==> src/xtd_pkg.sv <==
// Package for the XML text entity decoder: types, character codes and helper functions.
`default_nettype none

package xtd_pkg;

    localparam int unsigned MAX_BEATS = 4;

    // Error codes carried by a result beat
    localparam logic [1:0] ERR_NONE      = 2'd0;
    localparam logic [1:0] ERR_SEMICOLON = 2'd1;
    localparam logic [1:0] ERR_RANGE     = 2'd2;
    localparam logic [1:0] ERR_UNKNOWN   = 2'd3;

    // Character codes
    localparam logic [7:0] CH_NUL   = 8'h00;
    localparam logic [7:0] CH_TAB   = 8'h09;
    localparam logic [7:0] CH_LF    = 8'h0A;
    localparam logic [7:0] CH_CR    = 8'h0D;
    localparam logic [7:0] CH_SPACE = 8'h20;
    localparam logic [7:0] CH_QUOT  = 8'h22;
    localparam logic [7:0] CH_HASH  = 8'h23;
    localparam logic [7:0] CH_AMP   = 8'h26;
    localparam logic [7:0] CH_APOS  = 8'h27;
    localparam logic [7:0] CH_SEMI  = 8'h3B;
    localparam logic [7:0] CH_LT    = 8'h3C;
    localparam logic [7:0] CH_GT    = 8'h3E;
    localparam logic [7:0] CH_0     = 8'h30;
    localparam logic [7:0] CH_9     = 8'h39;
    localparam logic [7:0] CH_UA    = 8'h41;
    localparam logic [7:0] CH_UF    = 8'h46;
    localparam logic [7:0] CH_A     = 8'h61;
    localparam logic [7:0] CH_F     = 8'h66;
    localparam logic [7:0] CH_G     = 8'h67;
    localparam logic [7:0] CH_L     = 8'h6C;
    localparam logic [7:0] CH_M     = 8'h6D;
    localparam logic [7:0] CH_O     = 8'h6F;
    localparam logic [7:0] CH_P     = 8'h70;
    localparam logic [7:0] CH_Q     = 8'h71;
    localparam logic [7:0] CH_S     = 8'h73;
    localparam logic [7:0] CH_T     = 8'h74;
    localparam logic [7:0] CH_U     = 8'h75;
    localparam logic [7:0] CH_X     = 8'h78;

    localparam logic [20:0] CODE_LIMIT = 21'h110000;

    typedef enum logic [6:0] {
        MODE_SKIP = 7'b0000001,
        MODE_TEXT = 7'b0000010,
        MODE_NAME = 7'b0000100,
        MODE_HASH = 7'b0001000,
        MODE_DEC  = 7'b0010000,
        MODE_HEX  = 7'b0100000,
        MODE_DONE = 7'b1000000
    } xtd_mode_t;

    // Results caused by one input byte; bytes[0] goes out first
    typedef struct packed {
        logic [MAX_BEATS-1:0][7:0] bytes;
        logic [2:0]                count;
        logic                      valid;
        logic                      eot;
        logic [1:0]                err;
    } xtd_group_t;

    // bit 4 set: not a hex digit
    function automatic logic [4:0] hex_digit(input logic [7:0] b);
        logic [7:0] d;
        d = 8'd0;
        if (b >= CH_0 && b <= CH_9) begin
            d = b - CH_0;
        end
        else if (b >= CH_A && b <= CH_F) begin
            d = b - CH_A + 8'd10;
        end
        else if (b >= CH_UA && b <= CH_UF) begin
            d = b - CH_UA + 8'd10;
        end
        else begin
            d = 8'h10;
        end
        return d[4:0];
    endfunction

    function automatic xtd_group_t utf8_encode(input logic [20:0] c);
        xtd_group_t g;
        g = '0;
        g.valid = 1'b1;
        if (c == 21'd0) begin
            g.count = 3'd0;
        end
        else if (c < 21'h80) begin
            g.count    = 3'd1;
            g.bytes[0] = c[7:0];
        end
        else if (c < 21'h800) begin
            g.count    = 3'd2;
            g.bytes[0] = {3'b110, c[10:6]};
            g.bytes[1] = {2'b10, c[5:0]};
        end
        else if (c < 21'h10000) begin
            g.count    = 3'd3;
            g.bytes[0] = {4'b1110, c[15:12]};
            g.bytes[1] = {2'b10, c[11:6]};
            g.bytes[2] = {2'b10, c[5:0]};
        end
        else begin
            g.count    = 3'd4;
            g.bytes[0] = {5'b11110, c[20:18]};
            g.bytes[1] = {2'b10, c[17:12]};
            g.bytes[2] = {2'b10, c[11:6]};
            g.bytes[3] = {2'b10, c[5:0]};
        end
        return g;
    endfunction

endpackage

`default_nettype wire

==> src/xtd_stream_if.sv <==
// Stream interfaces of the XML text entity decoder: raw text in, decoded beats out.
`default_nettype none

interface xtd_text_if;
    logic       valid;
    logic       ready;
    logic [7:0] in_byte;
    logic       run_start;

    modport source (output valid, output in_byte, output run_start, input ready);
    modport sink (input valid, input in_byte, input run_start, output ready);
endinterface

interface xtd_result_if;
    logic       valid;
    logic       ready;
    logic [7:0] out_byte;
    logic       byte_valid;
    logic       end_of_text;
    logic [1:0] error_code;
    logic       last_of_run;

    modport source (output valid, output out_byte, output byte_valid, output end_of_text,
                    output error_code, output last_of_run, input ready);
    modport sink (input valid, input out_byte, input byte_valid, input end_of_text,
                  input error_code, input last_of_run, output ready);
endinterface

`default_nettype wire

==> src/xtd_decode.sv <==
// Decoder state machine: turns one raw byte into a group of zero to four result beats.
`default_nettype none

module xtd_decode
    import xtd_pkg::*;
(
    input  wire logic       clk,
    input  wire logic       rst_n,
    input  wire logic       take,
    input  wire logic [7:0] in_byte,
    input  wire logic       run_start,
    output xtd_group_t      grp
);

    xtd_mode_t       mode_reg, mode_next;
    logic [3:0][7:0] chars_reg;
    logic [2:0]      len_reg, len_next;
    logic [20:0]     code_reg, code_next;
    logic            ovf_reg, ovf_next;
    logic            char_we;

    xtd_mode_t   m0, m1;
    logic [2:0]  l0;
    logic [20:0] c0;
    logic        o0;
    logic        ends, space, is_dec;
    logic [4:0]  hexd;
    logic [24:0] acc;
    logic [3:0]  digit;
    logic        name_hit;
    logic [7:0]  name_byte;

    always_comb
    begin
        ends   = (in_byte == CH_LT) || (in_byte == CH_NUL);
        space  = (in_byte == CH_SPACE) || (in_byte == CH_TAB) ||
                 (in_byte == CH_CR) || (in_byte == CH_LF);
        is_dec = (in_byte >= CH_0) && (in_byte <= CH_9);
        hexd   = hex_digit(in_byte);

        m0 = run_start ? MODE_SKIP : mode_reg;
        l0 = run_start ? 3'd0 : len_reg;
        c0 = run_start ? 21'd0 : code_reg;
        o0 = run_start ? 1'b0 : ovf_reg;
        m1 = (m0 == MODE_SKIP && !space) ? MODE_TEXT : m0;

        // named references
        name_hit  = 1'b1;
        name_byte = 8'd0;
        if (l0 == 3'd2 && chars_reg[0] == CH_G && chars_reg[1] == CH_T) begin
            name_byte = CH_GT;
        end
        else if (l0 == 3'd2 && chars_reg[0] == CH_L && chars_reg[1] == CH_T) begin
            name_byte = CH_LT;
        end
        else if (l0 == 3'd3 && chars_reg[0] == CH_A && chars_reg[1] == CH_M &&
                 chars_reg[2] == CH_P) begin
            name_byte = CH_AMP;
        end
        else if (l0 == 3'd4 && chars_reg[0] == CH_A && chars_reg[1] == CH_P &&
                 chars_reg[2] == CH_O && chars_reg[3] == CH_S) begin
            name_byte = CH_APOS;
        end
        else if (l0 == 3'd4 && chars_reg[0] == CH_Q && chars_reg[1] == CH_U &&
                 chars_reg[2] == CH_O && chars_reg[3] == CH_T) begin
            name_byte = CH_QUOT;
        end
        else begin
            name_hit = 1'b0;
        end

        // accumulator step: x16 for hex, x8 + x2 for decimal
        digit = (m1 == MODE_HEX) ? hexd[3:0] : in_byte[3:0];
        if (m1 == MODE_HEX) begin
            acc = {c0, 4'd0} + {21'd0, digit};
        end
        else begin
            acc = {1'b0, c0, 3'd0} + {3'd0, c0, 1'b0} + {21'd0, digit};
        end

        grp       = '0;
        mode_next = m1;
        len_next  = l0;
        code_next = c0;
        ovf_next  = o0;
        char_we   = 1'b0;

        unique case (m1) inside
            MODE_SKIP:
            begin
                grp.count = 3'd0;
            end
            MODE_TEXT:
            begin
                if (ends) begin
                    grp.count = 3'd1;
                    grp.eot   = 1'b1;
                    mode_next = MODE_DONE;
                end
                else if (in_byte == CH_AMP) begin
                    len_next  = 3'd0;
                    code_next = 21'd0;
                    ovf_next  = 1'b0;
                    mode_next = MODE_NAME;
                end
                else begin
                    grp.count    = 3'd1;
                    grp.valid    = 1'b1;
                    grp.bytes[0] = in_byte;
                end
            end
            MODE_NAME:
            begin
                if (ends) begin
                    grp.count = 3'd1;
                    grp.eot   = 1'b1;
                    grp.err   = ERR_UNKNOWN;
                    mode_next = MODE_DONE;
                end
                else if (in_byte == CH_HASH && l0 == 3'd0) begin
                    mode_next = MODE_HASH;
                end
                else if (in_byte == CH_SEMI) begin
                    grp.count = 3'd1;
                    if (name_hit) begin
                        grp.valid    = 1'b1;
                        grp.bytes[0] = name_byte;
                    end
                    else begin
                        grp.err = ERR_UNKNOWN;
                    end
                    mode_next = MODE_TEXT;
                end
                else if (l0 >= 3'd4) begin
                    grp.count = 3'd1;
                    grp.err   = ERR_UNKNOWN;
                    mode_next = MODE_TEXT;
                end
                else begin
                    char_we  = 1'b1;
                    len_next = l0 + 3'd1;
                end
            end
            MODE_HASH, MODE_DEC, MODE_HEX:
            begin
                if (ends) begin
                    grp.count = 3'd1;
                    grp.eot   = 1'b1;
                    grp.err   = ERR_SEMICOLON;
                    mode_next = MODE_DONE;
                end
                else if (m1 == MODE_HASH && in_byte == CH_X) begin
                    mode_next = MODE_HEX;
                end
                else if (in_byte == CH_SEMI) begin
                    if (o0) begin
                        grp.count = 3'd1;
                        grp.err   = ERR_RANGE;
                    end
                    else begin
                        grp = utf8_encode(c0);
                    end
                    mode_next = MODE_TEXT;
                end
                else if ((m1 == MODE_HEX && !hexd[4]) || (m1 != MODE_HEX && is_dec)) begin
                    if (o0 || acc >= {4'd0, CODE_LIMIT}) begin
                        code_next = CODE_LIMIT;
                        ovf_next  = 1'b1;
                    end
                    else begin
                        code_next = acc[20:0];
                    end
                    if (m1 != MODE_HEX) begin
                        mode_next = MODE_DEC;
                    end
                end
                else begin
                    grp.count = 3'd1;
                    grp.err   = ERR_SEMICOLON;
                    mode_next = MODE_TEXT;
                end
            end
            MODE_DONE:
            begin
                mode_next = MODE_DONE;
            end
            default:
            begin
                mode_next = MODE_DONE;
            end
        endcase
    end

    always_ff @(posedge clk or negedge rst_n)
    begin
        if (!rst_n) begin
            mode_reg <= MODE_SKIP;
            len_reg  <= 3'd0;
            code_reg <= 21'd0;
            ovf_reg  <= 1'b0;
        end
        else if (take) begin
            mode_reg <= mode_next;
            len_reg  <= len_next;
            code_reg <= code_next;
            ovf_reg  <= ovf_next;
        end
    end

    // name characters hold no reset: only entries below the length are looked at
    always_ff @(posedge clk)
    begin
        if (take && char_we) begin
            chars_reg[l0[1:0]] <= in_byte;
        end
    end

    property p_len_bound;
        @(posedge clk) disable iff (!rst_n) len_reg <= 3'd4;
    endproperty
    a_len_bound: assert property (p_len_bound) else $error("entity length beyond four");

    property p_ovf_sat;
        @(posedge clk) disable iff (!rst_n) ovf_reg |-> (code_reg == CODE_LIMIT);
    endproperty
    a_ovf_sat: assert property (p_ovf_sat) else $error("overflow flag without saturation");

    property p_code_range;
        @(posedge clk) disable iff (!rst_n) !ovf_reg |-> (code_reg < CODE_LIMIT);
    endproperty
    a_code_range: assert property (p_code_range) else $error("code out of range unflagged");

endmodule

`default_nettype wire

==> src/xtd_serialise.sv <==
// Result serialiser: holds one beat group and feeds an output register one beat at a time.
`default_nettype none

module xtd_serialise
    import xtd_pkg::*;
(
    input  wire logic       clk,
    input  wire logic       rst_n,
    input  wire logic       grp_load,
    input  wire xtd_group_t grp,
    output logic            grp_ready,
    output logic            out_valid,
    input  wire logic       out_ready,
    output logic [7:0]      out_byte,
    output logic            byte_valid,
    output logic            end_of_text,
    output logic [1:0]      error_code,
    output logic            last_of_run
);

    xtd_group_t grp_reg;
    logic [2:0] cnt_reg, cnt_next;
    logic [1:0] idx_reg, idx_next;
    logic       out_valid_reg, out_valid_next;
    logic [7:0] byte_reg;
    logic       bvalid_reg, eot_reg, last_reg;
    logic [1:0] err_reg;
    logic       out_load;

    assign out_load  = (cnt_reg != 3'd0) && (!out_valid_reg || out_ready);
    assign grp_ready = (cnt_reg == 3'd0) || ((cnt_reg == 3'd1) && out_load);

    always_comb
    begin
        cnt_next = cnt_reg;
        idx_next = idx_reg;
        if (out_load) begin
            cnt_next = cnt_reg - 3'd1;
            idx_next = idx_reg + 2'd1;
        end
        if (grp_load) begin
            cnt_next = grp.count;
            idx_next = 2'd0;
        end

        if (out_load) begin
            out_valid_next = 1'b1;
        end
        else if (out_ready) begin
            out_valid_next = 1'b0;
        end
        else begin
            out_valid_next = out_valid_reg;
        end
    end

    always_ff @(posedge clk or negedge rst_n)
    begin
        if (!rst_n) begin
            cnt_reg       <= 3'd0;
            idx_reg       <= 2'd0;
            out_valid_reg <= 1'b0;
        end
        else begin
            cnt_reg       <= cnt_next;
            idx_reg       <= idx_next;
            out_valid_reg <= out_valid_next;
        end
    end

    always_ff @(posedge clk)
    begin
        if (grp_load) begin
            grp_reg <= grp;
        end
        if (out_load) begin
            byte_reg   <= grp_reg.bytes[idx_reg];
            bvalid_reg <= grp_reg.valid;
            eot_reg    <= grp_reg.eot;
            err_reg    <= grp_reg.err;
            last_reg   <= (cnt_reg == 3'd1);
        end
    end

    assign out_valid   = out_valid_reg;
    assign out_byte    = byte_reg;
    assign byte_valid  = bvalid_reg;
    assign end_of_text = eot_reg;
    assign error_code  = err_reg;
    assign last_of_run = last_reg;

    property p_cnt_bound;
        @(posedge clk) disable iff (!rst_n) ({1'b0, cnt_reg} + {2'd0, idx_reg}) <= 4'd4;
    endproperty
    a_cnt_bound: assert property (p_cnt_bound) else $error("beat count past group end");

    property p_multi_plain;
        @(posedge clk) disable iff (!rst_n)
            (cnt_reg > 3'd1) |-> (grp_reg.valid && !grp_reg.eot && grp_reg.err == ERR_NONE);
    endproperty
    a_multi_plain: assert property (p_multi_plain) else $error("multi-beat group not plain");

    property p_rest_pending;
        @(posedge clk) disable iff (!rst_n) (out_valid_reg && !last_reg) |-> (cnt_reg != 3'd0);
    endproperty
    a_rest_pending: assert property (p_rest_pending) else $error("group ended without last");

    property p_no_overwrite;
        @(posedge clk) disable iff (!rst_n) grp_load |-> grp_ready;
    endproperty
    a_no_overwrite: assert property (p_no_overwrite) else $error("group overwritten");

endmodule

`default_nettype wire

==> src/xml_text_entity_decoder.sv <==
// Top level of the XML text entity decoder: raw text bytes in, decoded UTF-8 beats out.
//
// Channel text (sink): one raw byte of a text run per beat; run_start marks the
// first byte of a run and clears the decoder state. Channel result (source):
// one decoded beat each, with byte_valid, end_of_text, error_code and
// last_of_run on the final beat caused by an input byte.
// A byte is decoded in the cycle it is taken; its beats land in a group
// register and move one per cycle, while the receiver does not stall, into the
// output register, so the first beat shows once it has passed both registers.
// Throughput: one input byte per cycle while each byte yields at most one beat
// and the receiver does not stall; a numeric reference that expands to more than
// one UTF-8 byte holds text.ready low while the group register drains. Bytes that
// yield nothing (leading space, reference characters) load nothing into it.
// When the receiver stalls, the output register holds its beat; an input byte
// that yields beats is still taken while the group register is empty, then text.ready falls.
// Reset empties both registers and returns the decoder to leading space skip.
`default_nettype none

module xml_text_entity_decoder
    import xtd_pkg::*;
(
    input  wire logic      clk,
    input  wire logic      rst_n,
    xtd_text_if.sink       text,
    xtd_result_if.source   result
);

    xtd_group_t grp;
    logic       take;
    logic       grp_ready;

    assign text.ready = grp_ready;
    assign take       = text.valid && grp_ready;

    xtd_decode u_decode (
        .clk       (clk),
        .rst_n     (rst_n),
        .take      (take),
        .in_byte   (text.in_byte),
        .run_start (text.run_start),
        .grp       (grp)
    );

    xtd_serialise u_serialise (
        .clk         (clk),
        .rst_n       (rst_n),
        .grp_load    (take && (grp.count != 3'd0)),
        .grp         (grp),
        .grp_ready   (grp_ready),
        .out_valid   (result.valid),
        .out_ready   (result.ready),
        .out_byte    (result.out_byte),
        .byte_valid  (result.byte_valid),
        .end_of_text (result.end_of_text),
        .error_code  (result.error_code),
        .last_of_run (result.last_of_run)
    );

endmodule

`default_nettype wire
==> src/flat_wrapper.sv <==
// flat-port wrapper written by rule: the top's interface ports become plain ports
module xml_text_entity_decoder_flat import xtd_pkg::*;
  (clk, rst_n, text_valid, text_in_byte, text_run_start, text_ready, result_valid, result_out_byte, result_byte_valid, result_end_of_text, result_error_code, result_last_of_run, result_ready);
  xtd_text_if text_i ();
  xtd_result_if result_i ();
  input  wire logic clk;
  input  wire logic rst_n;
  input wire logic [$bits(text_i.valid)-1:0] text_valid;
  input wire logic [$bits(text_i.in_byte)-1:0] text_in_byte;
  input wire logic [$bits(text_i.run_start)-1:0] text_run_start;
  output wire logic [$bits(text_i.ready)-1:0] text_ready;
  output wire logic [$bits(result_i.valid)-1:0] result_valid;
  output wire logic [$bits(result_i.out_byte)-1:0] result_out_byte;
  output wire logic [$bits(result_i.byte_valid)-1:0] result_byte_valid;
  output wire logic [$bits(result_i.end_of_text)-1:0] result_end_of_text;
  output wire logic [$bits(result_i.error_code)-1:0] result_error_code;
  output wire logic [$bits(result_i.last_of_run)-1:0] result_last_of_run;
  input wire logic [$bits(result_i.ready)-1:0] result_ready;
  assign text_i.valid = text_valid;
  assign text_i.in_byte = text_in_byte;
  assign text_i.run_start = text_run_start;
  assign text_ready = text_i.ready;
  assign result_valid = result_i.valid;
  assign result_out_byte = result_i.out_byte;
  assign result_byte_valid = result_i.byte_valid;
  assign result_end_of_text = result_i.end_of_text;
  assign result_error_code = result_i.error_code;
  assign result_last_of_run = result_i.last_of_run;
  assign result_i.ready = result_ready;
  xml_text_entity_decoder u_core (.clk(clk), .rst_n(rst_n), .text(text_i), .result(result_i));
endmodule
==> config.mk <==
export PLATFORM = sky130hd
export DESIGN_NAME = xml_text_entity_decoder_flat
export DESIGN_NICKNAME = d
export VERILOG_FILES = /design/src/xtd_pkg.sv /design/src/xtd_stream_if.sv /design/src/xtd_decode.sv /design/src/xtd_serialise.sv /design/src/xml_text_entity_decoder.sv /design/src/flat_wrapper.sv
export SDC_FILE = /design/constraint.sdc
export NUM_CORES = 1
export LEC_CHECK = 0
export BUFFER_PORTS_ARGS = -buffer_cell sky130_fd_sc_hd__buf_4
export CAP_MARGIN = 30
export CORE_AREA = 10 10 118 200
export CTS_BUF_LIST = sky130_fd_sc_hd__clkbuf_16
export CTS_CLUSTER_DIAMETER = 150
export CTS_CLUSTER_SIZE = 40
export DETAILED_ROUTE_END_ITERATION = 16
export DIE_AREA = 0 0 128 210
export MAX_ROUTING_LAYER = met4
export PLACE_DENSITY = 0.53
export SYNTH_ARGS = -nofsm -noshare
export SYNTH_HDL_FRONTEND = slang
export SYNTH_SLANG_ARGS = --single-unit
==> constraint.sdc <==
create_clock -name clk -period 4.99 [get_ports clk]
set_input_delay 0.499 -clock clk [delete_from_list [all_inputs] [get_ports clk]]
set_output_delay 0.499 -clock clk [all_outputs]
set_load 0.1 [all_outputs]
# ---- After elaboration in Yosys (flattened, before gate mapping)
# Index checks and enable logic that the tools add are counted.
dict set report word_totals {
  regBits 119
  inputBits 13
  output_inout_bits 15
}
dict set report op_classes {
  addsub 11
  n_lt_le_gt_ge 14
  n_eq_ne 33
  muxes 131
  n_bitwise 2
  reduce_logical 52
}
# operator count
set op_table {}
lappend op_table {{$mux 27} 8}
lappend op_table {{$mux 21} 8}
lappend op_table {{$mux 19} 8}
lappend op_table {{$mux 8} 14}
lappend op_table {{$eq 8x7->1 const B} 13}
lappend op_table {{$mux 7} 13}
lappend op_table {{$add 25x4->25} 2}
lappend op_table {{$mux 25} 2}
lappend op_table {{$mux 3} 16}
lappend op_table {{$pmux 21 s2} 1}
lappend op_table {{$eq 8x6->1 const B} 5}
lappend op_table {{$bwmux 32} 1}
lappend op_table {{$mux 1} 30}
lappend op_table {{$logic_and 1x1->1} 29}
lappend op_table {{$pmux 7 s4} 1}
lappend op_table {{$add 24x22->25} 1}
lappend op_table {{$ge 25x21->1 const B} 1}
lappend op_table {{$eq 8x4->1 const B} 3}
lappend op_table {{$mux 12} 2}
lappend op_table {{$pmux 8 s3} 1}
lappend op_table {{$mux 2} 11}
lappend op_table {{$logic_not 21->1} 1}
lappend op_table {{$lt 21x12->1 const B} 1}
lappend op_table {{$lt 21x17->1 const B} 1}
lappend op_table {{47 further kinds} 70}

# ---- Depth between registers and ports, before layout
# Gate-level depths: netlist of run 1.
dict set report depth {
  ltp_word 30
  depth_mapped 21
}

# ---- Modules after synthesis
# A second synthesis of run 1 with hierarchy kept.
dict set report hier_totals {
  cells_unflattened 828
  area_unflattened_um2 7972.6
}
# module n_inst cells_each area_per_inst_um2
set by_module_without_submodules {}
lappend by_module_without_submodules {xtd_decode 1 728 5890.6}
lappend by_module_without_submodules {xtd_serialise 1 98 2065.7}
lappend by_module_without_submodules {xml_text_entity_decoder 1 2 16.3}

# ---- Worst setup path after synthesis of run 1
# No wires, ideal clock.
dict set report synth_timing {
  path_type {input to register}
  from {in text_run_start}
  to {reg u_core.u_decode.ovf_reg}
  setup_time_ps 124
  t_arrival_ps 4650
  t_required_ps 4866
  path_slack_ps 216
  path_stages 20
  path_buffers 3
  cell_sequence {nor4_1 > and4b_1 > buf_2 > buf_1 > nand3_1 > nand2_1 > o21ai_0 > ha_1 > ha_1 > inv_1 > fa_1 > nor2b_1 > o2111ai_1 > a211oi_1 > o2111ai_1 > o211ai_1 > a31oi_1 > o31a_1 > buf_6 > a211o_2}
}
dict set report synth_via {
  elab_chain_len 16
}
# item line_no
set synth_rtl {}
lappend synth_rtl {{from (decl)} flat_wrapper.sv:10} ;# input wire logic [$bits(text_i.run_start)-1:0] text_run_start;
lappend synth_rtl {{parallel branches: the longest is 15 deep, another holds $add 24x22->25} --}
lappend synth_rtl {{$pmux 1 s2 (*)} xtd_decode.sv:88} ;# unique case (m1) inside
lappend synth_rtl {{to (signal assigned)} xtd_decode.sv:206} ;# ovf_reg <= ovf_next;
lappend synth_rtl {{to (decl)} xtd_decode.sv:19} ;# logic ovf_reg, ovf_next;
# Mark *: on every way between the ends.
# A chain may end at the register's enable or synchronous reset.

# ---- Worst setup path in the final report of run 1
dict set report layout_timing {
  from {reg u_core.u_decode.mode_reg[1]}
  to {reg u_core.u_decode.code_reg[7]}
}
dict set report layout_via {
  elab_chain_len 16
}
# item line_no
set layout_rtl {}
lappend layout_rtl {{from (decl)} xtd_decode.sv:15} ;# xtd_mode_t mode_reg, mode_next;
lappend layout_rtl {{from (signal assigned)} xtd_decode.sv:203} ;# mode_reg <= mode_next;
lappend layout_rtl {{$mux 7 (*)} xtd_decode.sv:41} ;# m0 = run_start ? MODE_SKIP : mode_reg;
lappend layout_rtl {{$eq 7x1->1} xtd_decode.sv:45} ;# m1 = (m0 == MODE_SKIP && !space) ? MODE_TEXT : m0;
lappend layout_rtl {{$logic_and 1x1->1} xtd_decode.sv:45}
lappend layout_rtl {{$mux 7 (*)} xtd_decode.sv:45}
lappend layout_rtl {{$eq 7x6->1} {xtd_decode.sv:73, xtd_decode.sv:74, xtd_decode.sv:165}}
lappend layout_rtl {{$mux 4} xtd_decode.sv:73} ;# digit = (m1 == MODE_HEX) ? hexd[3:0] : in_byte[3:0];
lappend layout_rtl {{$add 25x4->25, on equally long branches} {xtd_decode.sv:78, xtd_decode.sv:75}}
lappend layout_rtl {{$mux 25} xtd_decode.sv:74} ;# if (m1 == MODE_HEX) begin
lappend layout_rtl {{$ge 25x21->1} xtd_decode.sv:166} ;# if (o0 || acc >= {4'd0, CODE_LIMIT}) begin
lappend layout_rtl {{$logic_or 1x1->1} xtd_decode.sv:166}
lappend layout_rtl {{$mux 21} xtd_decode.sv:166}
lappend layout_rtl {{$mux 21} xtd_decode.sv:165} ;# else if ((m1 == MODE_HEX && !hexd[4]) || (m1 != MODE_HEX && is_dec)) begin
lappend layout_rtl {{$mux 21} xtd_decode.sv:155} ;# else if (in_byte == CH_SEMI) begin
lappend layout_rtl {{$mux 21} xtd_decode.sv:152} ;# else if (m1 == MODE_HASH && in_byte == CH_X) begin
lappend layout_rtl {{$mux 21} xtd_decode.sv:146} ;# if (ends) begin
lappend layout_rtl {{$pmux 21 s2 (*)} xtd_decode.sv:88}
lappend layout_rtl {{to (signal assigned)} xtd_decode.sv:205} ;# code_reg <= code_next;
lappend layout_rtl {{to (decl)} xtd_decode.sv:18} ;# logic [20:0] code_reg, code_next;
# Every way passes the cells marked *; elsewhere a longest branch is shown, timed or not.

==> reports/results.txt, run 1 <==
status -> finished, final reports clean
Async S/R FF share, synth -> 32.8%
FF+latch count, synth -> 116
row count -> 69
die width -> 128 um
CTS Root Cell -> clkbuf_16
maximum vdd drop -> 0.000564 V
Most Crowded Layer GR -> met2
dpl hpwl -> 20.8 mm
CTS buffer count -> 17
pins over their slew limit -> 0
most used cell, CP -> a31oi_1
Die Y -> 210 um
post-synthesis cell count -> 839
drt drc -> 0
met3 Usage GRT -> 2.44%
GR Util met2 -> 35.9%
Post-synth EDFFs -> 78
predominant post-synthesis flop cell -> edfxtp_1
kind of end point of the critical path -> flip-flop
boundary pin count -> 28
pwr dens -> 375 nW/um2
Final Hold Viols -> 0
fin cells -> 1163
unique cell type count in the Yosys netlist -> 85
Routed Antenna Nets -> 0
CTS tree -> built
Worst-path clk slew -> 60 ps
worst slew pin tran -> 927 ps
first-pass GRT wire length -> 39.9 mm
drt total wl -> 26.1 mm
largest net degree at the start of global routing -> 39
detailed-router iteration count before antenna repair -> 6
diode count -> 0
CP max stage cell -> fa_1
gr ovfl total -> 0
fin area -> 9310 um2
Total Neg Setup Slack -> 0 ps
critical path type -> reg2reg
Area Growth Syn to Fin -> 17.2%
cells along the critical path -> nor4_1 -> buf_4 -> and4b_2 -> nand3_1 -> a21boi_1 -> fa_1 -> inv_1 -> ha_1 -> a211oi_1 -> o211ai_1 -> a31oi_1 -> mux2i_1 -> a31oi_1 -> a211oi_4 -> nand3_2 -> o31ai_1
CTS Hold Buffers Added -> 0
synth top area cells -> edfxtp_1 (29%), dfrtp_1 (12%), ha_1 (8.5%)
die area -> 26900 um2
RSZ-0062 raised after global routing -> no
DP Cell Count -> 1131
WP buf/inv -> 2
postcts setup bufs -> 0
Worst slew margin -> 36.6%
Total Nets Final -> 971
mapped cell area -> 7940 um2
clock tree buffer depth -> 2
final setup margin -> 361 ps
hold slack -> 50.0 ps
critical path arrival -> 4960 ps
WL per Instance -> 22.4 um
GR Util All Layers -> 19.7%
vias in the first global route -> 7190
Net Count, Synth -> 908
GR Util met1 -> 18.5%
H-tree depth -> 4
placed inst area -> 8680 um2
pre-CTS setup slack -> 21.6 ps
global placement routability congestion -> 0.945
area leader, netlist -> edfxtp_1
antenna violations before repair -> 0
Worst Setup Start Kind -> flip-flop
synthesized area per cell -> 9.47 um2
sequential area share after synthesis -> 41.5%
area share of the largest cell type after synthesis -> 29.5%
crit-path max FO -> 12
number of DRC markers in iteration 0 -> 574
Clock Skews -> 10.2 ps
Skew-Pair Late Insertion Delay -> 420 ps
Sequential Area -> 3290 um2
synthesis warning total -> 0
Core Area -> 20200 um2
max reg flops -> 33
Via Count -> 6995
Worst EP required -> 5320 ps
Crit path max-delay family -> compound AO/OA/AOI/OAI gates
Fmax -> 0.216 GHz
max cap viols -> 0
Crit path largest cell delay -> 560 ps
Starting Density -> 39.3%
Port Buf Inserts -> 27
reported leakage power -> 3.80 nW
Final Cycle Share -> 92.8%
min Tclk post-route -> 4630 ps
vias per std cell -> 6.01
area of the multi-input gates -> 4380 um2
Min-Delay Path Class -> in2async
Setup violations, final -> 0
CTS Sinks -> 116
layout cells sized above 1 -> 14.4%
Fillers -> 1955
## layout by cell type (no fill, tap or decap), drive strengths merged, types with 13 or more instances in the layout
cell type,instances
clkbuf,17
nand2,108
dfrtp,37
nand3,30
nor2,78
edfxtp,78
inv,35
nor3,19
a31oi,14
and2,16
xnor2,13
a21oi,59
ha,54
o31ai,21
nor2b,19
o21ai,41
buf,77
## worst paths after layout
kind | from | end | slack, ps | cells past startpoint
setup / recovery | u_core.u_decode.mode_reg[1] | u_core.u_decode.code_reg[7] | 360 | 16
min in group clk | text_in_byte[2] | u_core.u_decode.chars_reg[18] | 350 | 1
hold reg to reg | u_core.u_serialise.grp_reg[2] | u_core.u_serialise.end_of_text | 430 | 0
hold / removal | rst_n | u_core.u_decode.mode_reg[4] | 50 | 1
max in group asynchronous | rst_n | u_core.u_serialise.out_valid | 4550 | 1
setup reg to reg | u_core.u_decode.mode_reg[1] | u_core.u_decode.code_reg[7] | 360 | 16
## synth_stat cells (4+ instances only)
cell type,instances
a211oi_1,11
a21o_1,10
a21oi_1,59
a31oi_1,14
and2_1,14
and3_1,7
buf_1,4
buf_2,4
clkbuf_1,20
dfrtp_1,37
edfxtp_1,78
ha_1,54
inv_1,32
mux2i_1,6
mux4_2,7
nand2_1,107
nand2b_1,10
nand3_1,29
nand4_1,8
nand4b_1,4
nor2_1,77
nor2b_1,19
nor3_1,18
nor4_1,10
nor4b_1,6
o2111ai_1,5
o211ai_1,12
o21a_1,5
o21ai_0,38
o22ai_1,5
o31ai_1,20
or4_1,9
xnor2_1,13
xor2_1,5
## power by group
group	leakage [nW]	internal, W	switching [W]
registers	1.22	0.00115	0.0000713
logic	2.27	0.000272	0.000697
clock network	0.308	0.000870	0.000434
total	3.80	0.00229	0.00120
## kinds of logic (layout without fill, tap and decap cells)
logic type / Yosys count / after routing / share of synthesized area, %
compound gates: 226 / 226 / 19.1
xor+xnor: 18 / 18 / 1.99
buf+inv: 65 / 141 / 3.51
mux: 15 / 15 / 3.03
simple gates: 343 / 343 / 21.9
flops: 116 / 116 / 41.5
fa+ha+maj: 56 / 56 / 9.01
## worst register-to-register path, cell delays in order (launching register included)
cell and delay, ps:
dfrtp_1 440, nor4_1 250, buf_4 170, and4b_2 300, nand3_1 130, a21boi_1 190, fa_1 560, inv_1 60
ha_1 300, a211oi_1 300, o211ai_1 180, a31oi_1 300, mux2i_1 240, a31oi_1 140, a211oi_4 290, nand3_2 330
o31ai_1 340
## through the flow
stage	util, %	total power (W)
final	46.1	0.00349
after global routing	46.1	0.00362
after CTS	46.1	0.00352
after detailed placement	43.0	0.00222
after global placement	42.9	0.00220
after floorplan	-	0.00195
## metal layers
layer	wire, um	vias up
li1	-	3293
met2	14400	227
met3	896	84
met4	1680	0
met5	0	-
met1	9050	3391
## what timing repair did
| item | in CTS | in global routing |
|---|---|---|
| resized for setup | 0 | 2 |
| endpoints found under the setup margin | 0 | 20 |
| endpoints found under the hold margin | 0 | 0 |
## layout make-up
class	count	share of cell area, %
inverter	32	1.29
clock inverter	15	2.11
clock buffer	17	4.57
multi-input combinational	658	47.0
sequential	116	35.4
tap	248	3.33
timing repair buffer	77	6.25
No activity file was read; power rests on OpenSTA's default activity.
==> run 2: changes to the inputs <==
- CORE_AREA: 10 10 118 200 -> 10 10 121 205
- DIE_AREA: 0 0 128 210 -> 0 0 131 215
- PLACE_DENSITY: 0.53 -> 0.5
==> reports/results.txt, run 2 (synthesized netlist as in run 1, its figures left out) <==
status -> finished, final reports clean
hold slack -> 70.1 ps
Setup violations, final -> 0
Worst-path clk slew -> 60 ps
GR Util All Layers -> 20.2%
postcts setup bufs -> 0
gr ovfl total -> 0
Core Area -> 21400 um2
Port Buf Inserts -> 27
WL per Instance -> 22.5 um
Die Y -> 215 um
kind of end point of the critical path -> flip-flop
Area Growth Syn to Fin -> 17.6%
RSZ-0062 raised after global routing -> no
diode count -> 0
Starting Density -> 37.1%
Comb pwr share -> 29.1%
number of DRC markers in iteration 0 -> 494
Worst EP required -> 5290 ps
Total Nets Final -> 973
CTS Sinks -> 116
CTS buffer count -> 17
global placement routability congestion -> 0.968
Min-Delay Path Class -> in2async
Fillers -> 2092
post-CTS sizing -> 0
pwr dens -> 360 nW/um2
area of the multi-input gates -> 4400 um2
min Tclk post-route -> 4580 ps
H-tree depth -> 4
Clock Skews -> 8.41 ps
Final Hold Viols -> 0
dpl hpwl -> 21.4 mm
DP Cell Count -> 1177
NetSw -> 0.00122 W
critical path arrival -> 4880 ps
Flop pwr share -> 36.6%
die width -> 131 um
fin cells -> 1209
Via Count -> 7008
detailed-router iteration count before antenna repair -> 6
max reg flops -> 33
Skew-Pair Late Insertion Delay -> 420 ps
Power Total -> 0.00336 W
placed inst area -> 8770 um2
Fmax -> 0.218 GHz
most frequent cells in the layout -> nand2_1 (107), edfxtp_1 (78), nor2_1 (77), buf_4 (77), a21oi_1 (59)
antenna violations before repair -> 0
worst slew pin tran -> 913 ps
Worst slew margin -> 37.6%
Final Cycle Share -> 91.8%
Sequential Area -> 3290 um2
CTS tree -> built
die area -> 28200 um2
vias in the first global route -> 7341
vias per std cell -> 5.80
internal power -> 0.00214 W
CTS Hold Buffers Added -> 0
crit-path max FO -> 20
layout cells sized above 1 -> 14.8%
Switching Fraction -> 36.2%
maximum vdd drop -> 0.000238 V
pins over their slew limit -> 0
largest net degree at the start of global routing -> 39
max cap viols -> 0
drt total wl -> 27.2 mm
Most Crowded Layer GR -> met2
boundary pin count -> 28
row count -> 71
critical path type -> reg2reg
clock tree buffer depth -> 2
drt drc -> 0
reported leakage power -> 3.78 nW
GR Util met2 -> 36.9%
clock network fraction of total power -> 34.3%
first-pass GRT wire length -> 42.1 mm
Routed Antenna Nets -> 0
Worst Setup Start Kind -> flip-flop
CTS Root Cell -> clkbuf_16
commonest non-fill, non-tap cell in the layout -> nand2_1
GR Util met1 -> 19.3%
met3 Usage GRT -> 2.93%
fin area -> 9340 um2
-- run 2: cell types whose count changed in the layout (fill, tap and decap cells not counted), sizes merged --
cell / delta
clkinv: +4
bufinv: -3
buf: +2
inv: -1
-- run 2: area by class of cell --
| class | count | area share (%) |
|---|---|---|
| inverters | 32 | 1.29 |
| flip-flops and latches | 116 | 35.3 |
| multi-input cells | 658 | 47.1 |
| clock inverters | 15 | 1.34 |
| clock buffers | 17 | 4.55 |
| repair buffers | 79 | 6.56 |
| well taps | 292 | 3.91 |
-- run 2: worst paths after layout --
kind | start | to | slack (ps) | cells past startpoint
max | u_core.u_decode.mode_reg[1] | u_core.u_decode.ovf_reg | 410 | 20
min | rst_n | u_core.u_decode.mode_reg[3] | 70 | 1
max reg2reg | u_core.u_decode.mode_reg[1] | u_core.u_decode.ovf_reg | 410 | 20
min reg2reg | u_core.u_serialise.grp_reg[2] | u_core.u_serialise.end_of_text | 420 | 0
max in group asynchronous | rst_n | u_core.u_serialise.cnt_reg[2] | 4510 | 1
min in group clk | text_in_byte[0] | u_core.u_decode.chars_reg[0] | 320 | 1
-- run 2: worst max-delay path, stage by stage, from the launching register on --
cell and delay [ps]:
dfrtp_1 450, nor4_2 280, and4b_2 370, buf_4 240, nand3_1 90, nand2_1 60, o21ai_0 80, ha_1 280
ha_1 200, inv_1 70, fa_1 380, nor2b_1 160, o2111ai_1 170, a211oi_1 270, buf_4 170, o2111ai_1 100
o211ai_1 150, a31oi_1 120, o31a_1 360, buf_12 170, a211o_2 290
-- run 2: power by group through the flow --
stage / registers [W] / clock network (W) / logic [W]
global placement: 0.00124 / 0 / 0.000963
CTS: 0.00123 / 0.00117 / 0.000986
floorplan: 0.00152 / 0 / 0.000433
finish: 0.00123 / 0.00115 / 0.000979
detailed placement: 0.00125 / 0 / 0.000983
global route: 0.00124 / 0.00121 / 0.00105
-- run 2: through the flow --
stage / utilization (%) / setup WS [ps] / setup TNS, ps
2_1_floorplan: - / 216 / 0
3_3_place_gp: 40.9 / 120 / 0
3_5_place_dp: 41.0 / -15.3 / -15.3
4_1_cts: 43.5 / 201 / 0
5_1_grt: 43.6 / 47.9 / 0
6_report: 43.6 / 412 / 0
-- run 2: layer usage --
| layer | vias to the layer above | part of all wire (%) |
|---|---|---|
| met3 | 86 | 3.2 |
| li1 | 3302 | - |
| met5 | - | 0 |
| met4 | 0 | 5.5 |
| met2 | 199 | 56 |
| met1 | 3421 | 36 |
==> run 3: changes to the inputs <==
- CTS_BUF_LIST: sky130_fd_sc_hd__clkbuf_16 -> sky130_fd_sc_hd__clkbuf_8
- PLACE_DENSITY: 0.5 -> 0.48
- clock period: 4.99 -> 5.6 ns (I/O delays scaled with it)
==> reports/results.txt, run 3 (synthesized netlist as in run 1, its figures left out) <==
status -> finished, final reports clean
cells along the critical path -> nor4_1 -> buf_4 -> and4b_1 -> nand2_1 -> a21boi_0 -> fa_1 -> fa_1 -> nor2b_1 -> o2111ai_1 -> a211oi_1 -> o2111ai_1 -> o211ai_1 -> a31oi_1 -> o31a_1 -> buf_4 -> a211o_2
R2R Path Start -> u_core.u_decode.mode_reg[1]
kind of end point of the critical path -> flip-flop
internal power -> 0.00175 W
Worst EP required -> 5940 ps
critical path type -> reg2reg
H-tree depth -> 4
Most Crowded Layer GR -> met2
antenna violations before repair -> 0
Fillers -> 2171
drt total wl -> 26.1 mm
commonest non-fill, non-tap cell in the layout -> nand2_1
CTS Root Cell -> clkbuf_8
met3 Usage GRT -> 2.76%
Worst slew margin -> 45.4%
final setup margin -> 430 ps
CP max stage cell -> a211oi_1
Switching Fraction -> 37.3%
path depth of the worst reg2reg path -> 16
gr ovfl total -> 0
Starting Density -> 37.1%
number of DRC markers in iteration 0 -> 426
boundary pin count -> 28
first-pass GRT wire length -> 40.5 mm
CTS Hold Buffers Added -> 0
Crit path max-delay family -> compound AO/OA/AOI/OAI gates
drt drc -> 0
CTS buffer count -> 17
worst slew pin tran -> 798 ps
postcts setup bufs -> 0
Total Nets Final -> 948
GR Util All Layers -> 19.4%
area of the multi-input gates -> 4380 um2
Setup violations, final -> 0
RSZ-0062 raised after global routing -> no
die area -> 28200 um2
largest net degree at the start of global routing -> 41
Final Hold Viols -> 0
Comb pwr share -> 30.8%
dpl hpwl -> 20.7 mm
vias per std cell -> 5.78
min Tclk post-route -> 5170 ps
die width -> 131 um
detailed-router iteration count before antenna repair -> 5
diode count -> 0
Area Growth Syn to Fin -> 13.2%
Crit path largest cell delay -> 630 ps
maximum vdd drop -> 0.000136 V
clock network fraction of total power -> 30.1%
Port Buf Inserts -> 27
WL per Instance -> 22.1 um
global placement routability congestion -> 0.935
Min-Delay Path Class -> in2async
Via Count -> 6839
WP buf/inv -> 2
critical path arrival -> 5510 ps
vias in the first global route -> 7197
Flop pwr share -> 39.0%
Clock Skews -> 17.0 ps
max cap viols -> 0
Total Neg Setup Slack -> 0 ps
Sequential Area -> 3290 um2
row count -> 71
pwr dens -> 310 nW/um2
Worst-path clk slew -> 80 ps
most frequent cells in the layout -> nand2_1 (107), edfxtp_1 (78), nor2_1 (77)
pins over their slew limit -> 0
GR Util met2 -> 35.8%
post-CTS sizing -> 0
FF-to-FF End -> u_core.u_decode.ovf_reg
reg2reg setup slack -> 430 ps
Fmax -> 0.193 GHz
Worst Setup Start Kind -> flip-flop
Final Cycle Share -> 92.3%
clock tree buffer depth -> 2
Die Y -> 215 um
CTS tree -> built
NetSw -> 0.00104 W
crit-path max FO -> 20
max reg flops -> 33
Skew-Pair Late Insertion Delay -> 450 ps
CTS Sinks -> 116
layout cells sized above 1 -> 12.4%
Routed Antenna Nets -> 0
pre-CTS setup slack -> 60.8 ps
reported leakage power -> 3.60 nW
Core Area -> 21400 um2
GR Util met1 -> 18.4%
[run 3: changes by cell type in the layout (fill, tap and decap cells not counted), sizes merged]
cell    change
buf        -25
bufinv      +2
clkbuf      +1
clkinv      -5
inv         +2
[run 3: worst max path at each step]
| stage | slack (ps) | end | startpoint | cells past startpoint |
|---|---|---|---|---|
| 6_report | 430 | u_core.u_decode.ovf_reg | u_core.u_decode.mode_reg[1] | 16 |
| 5_1_grt | 40 | u_core.u_decode.code_reg[10] | u_core.u_decode.mode_reg[1] | 16 |
| 4_1_cts | 450 | u_core.u_decode.ovf_reg | u_core.u_decode.mode_reg[1] | 16 |
| 3_5_place_dp | 60 | u_core.u_decode.ovf_reg | text_in_byte[0] | 18 |
| 3_3_place_gp | 260 | u_core.u_decode.ovf_reg | text_in_byte[0] | 18 |
| 2_1_floorplan | 770 | u_core.u_decode.ovf_reg | text_run_start | 20 |
[run 3: power by group through the flow]
stage	combinational, W	clock, W	sequential (W)
2_1_floorplan	0.000386	0	0.00136
3_5_place_dp	0.000867	0	0.00111
5_1_grt	0.000922	0.000893	0.00110
6_report	0.000859	0.000839	0.00109
4_1_cts	0.000868	0.000856	0.00109
3_3_place_gp	0.000847	0	0.00111
[run 3: final cells by class]
cell class                      count  share of cell area (%)
Clock inverter                     14                    1.89
Inverter                           32                    1.34
Multi-Input combinational cell    658                    48.7
Sequential cell                   116                    36.7
Timing Repair Buffer               54                    4.59
Tap cell                          292                    4.06
Clock buffer                       18                    2.76
[run 3: per-stage QoR]
step / std cells / utilization, % / instance area (um2) / power, W / hold slack (ps)
3_5_place_dp: 1152 / 40.0 / 8570 / 0.00197 / 413
4_1_cts: 1184 / 42.0 / 8990 / 0.00281 / 88.2
3_3_place_gp: 1151 / 40.0 / 8560 / 0.00195 / 413
5_1_grt: 1184 / 42.0 / 8990 / 0.00292 / 99.0
6_report: 1184 / 42.0 / 8990 / 0.00279 / 85.4
2_1_floorplan: 839 / - / 7940 / 0.00174 / 264
[run 3: per-layer routing]
layer	part of all wire (%)	vias to the layer above
met1	36	3324
met5	0	-
met2	56	196
li1	-	3252
met4	4.8	0
met3	3.3	67
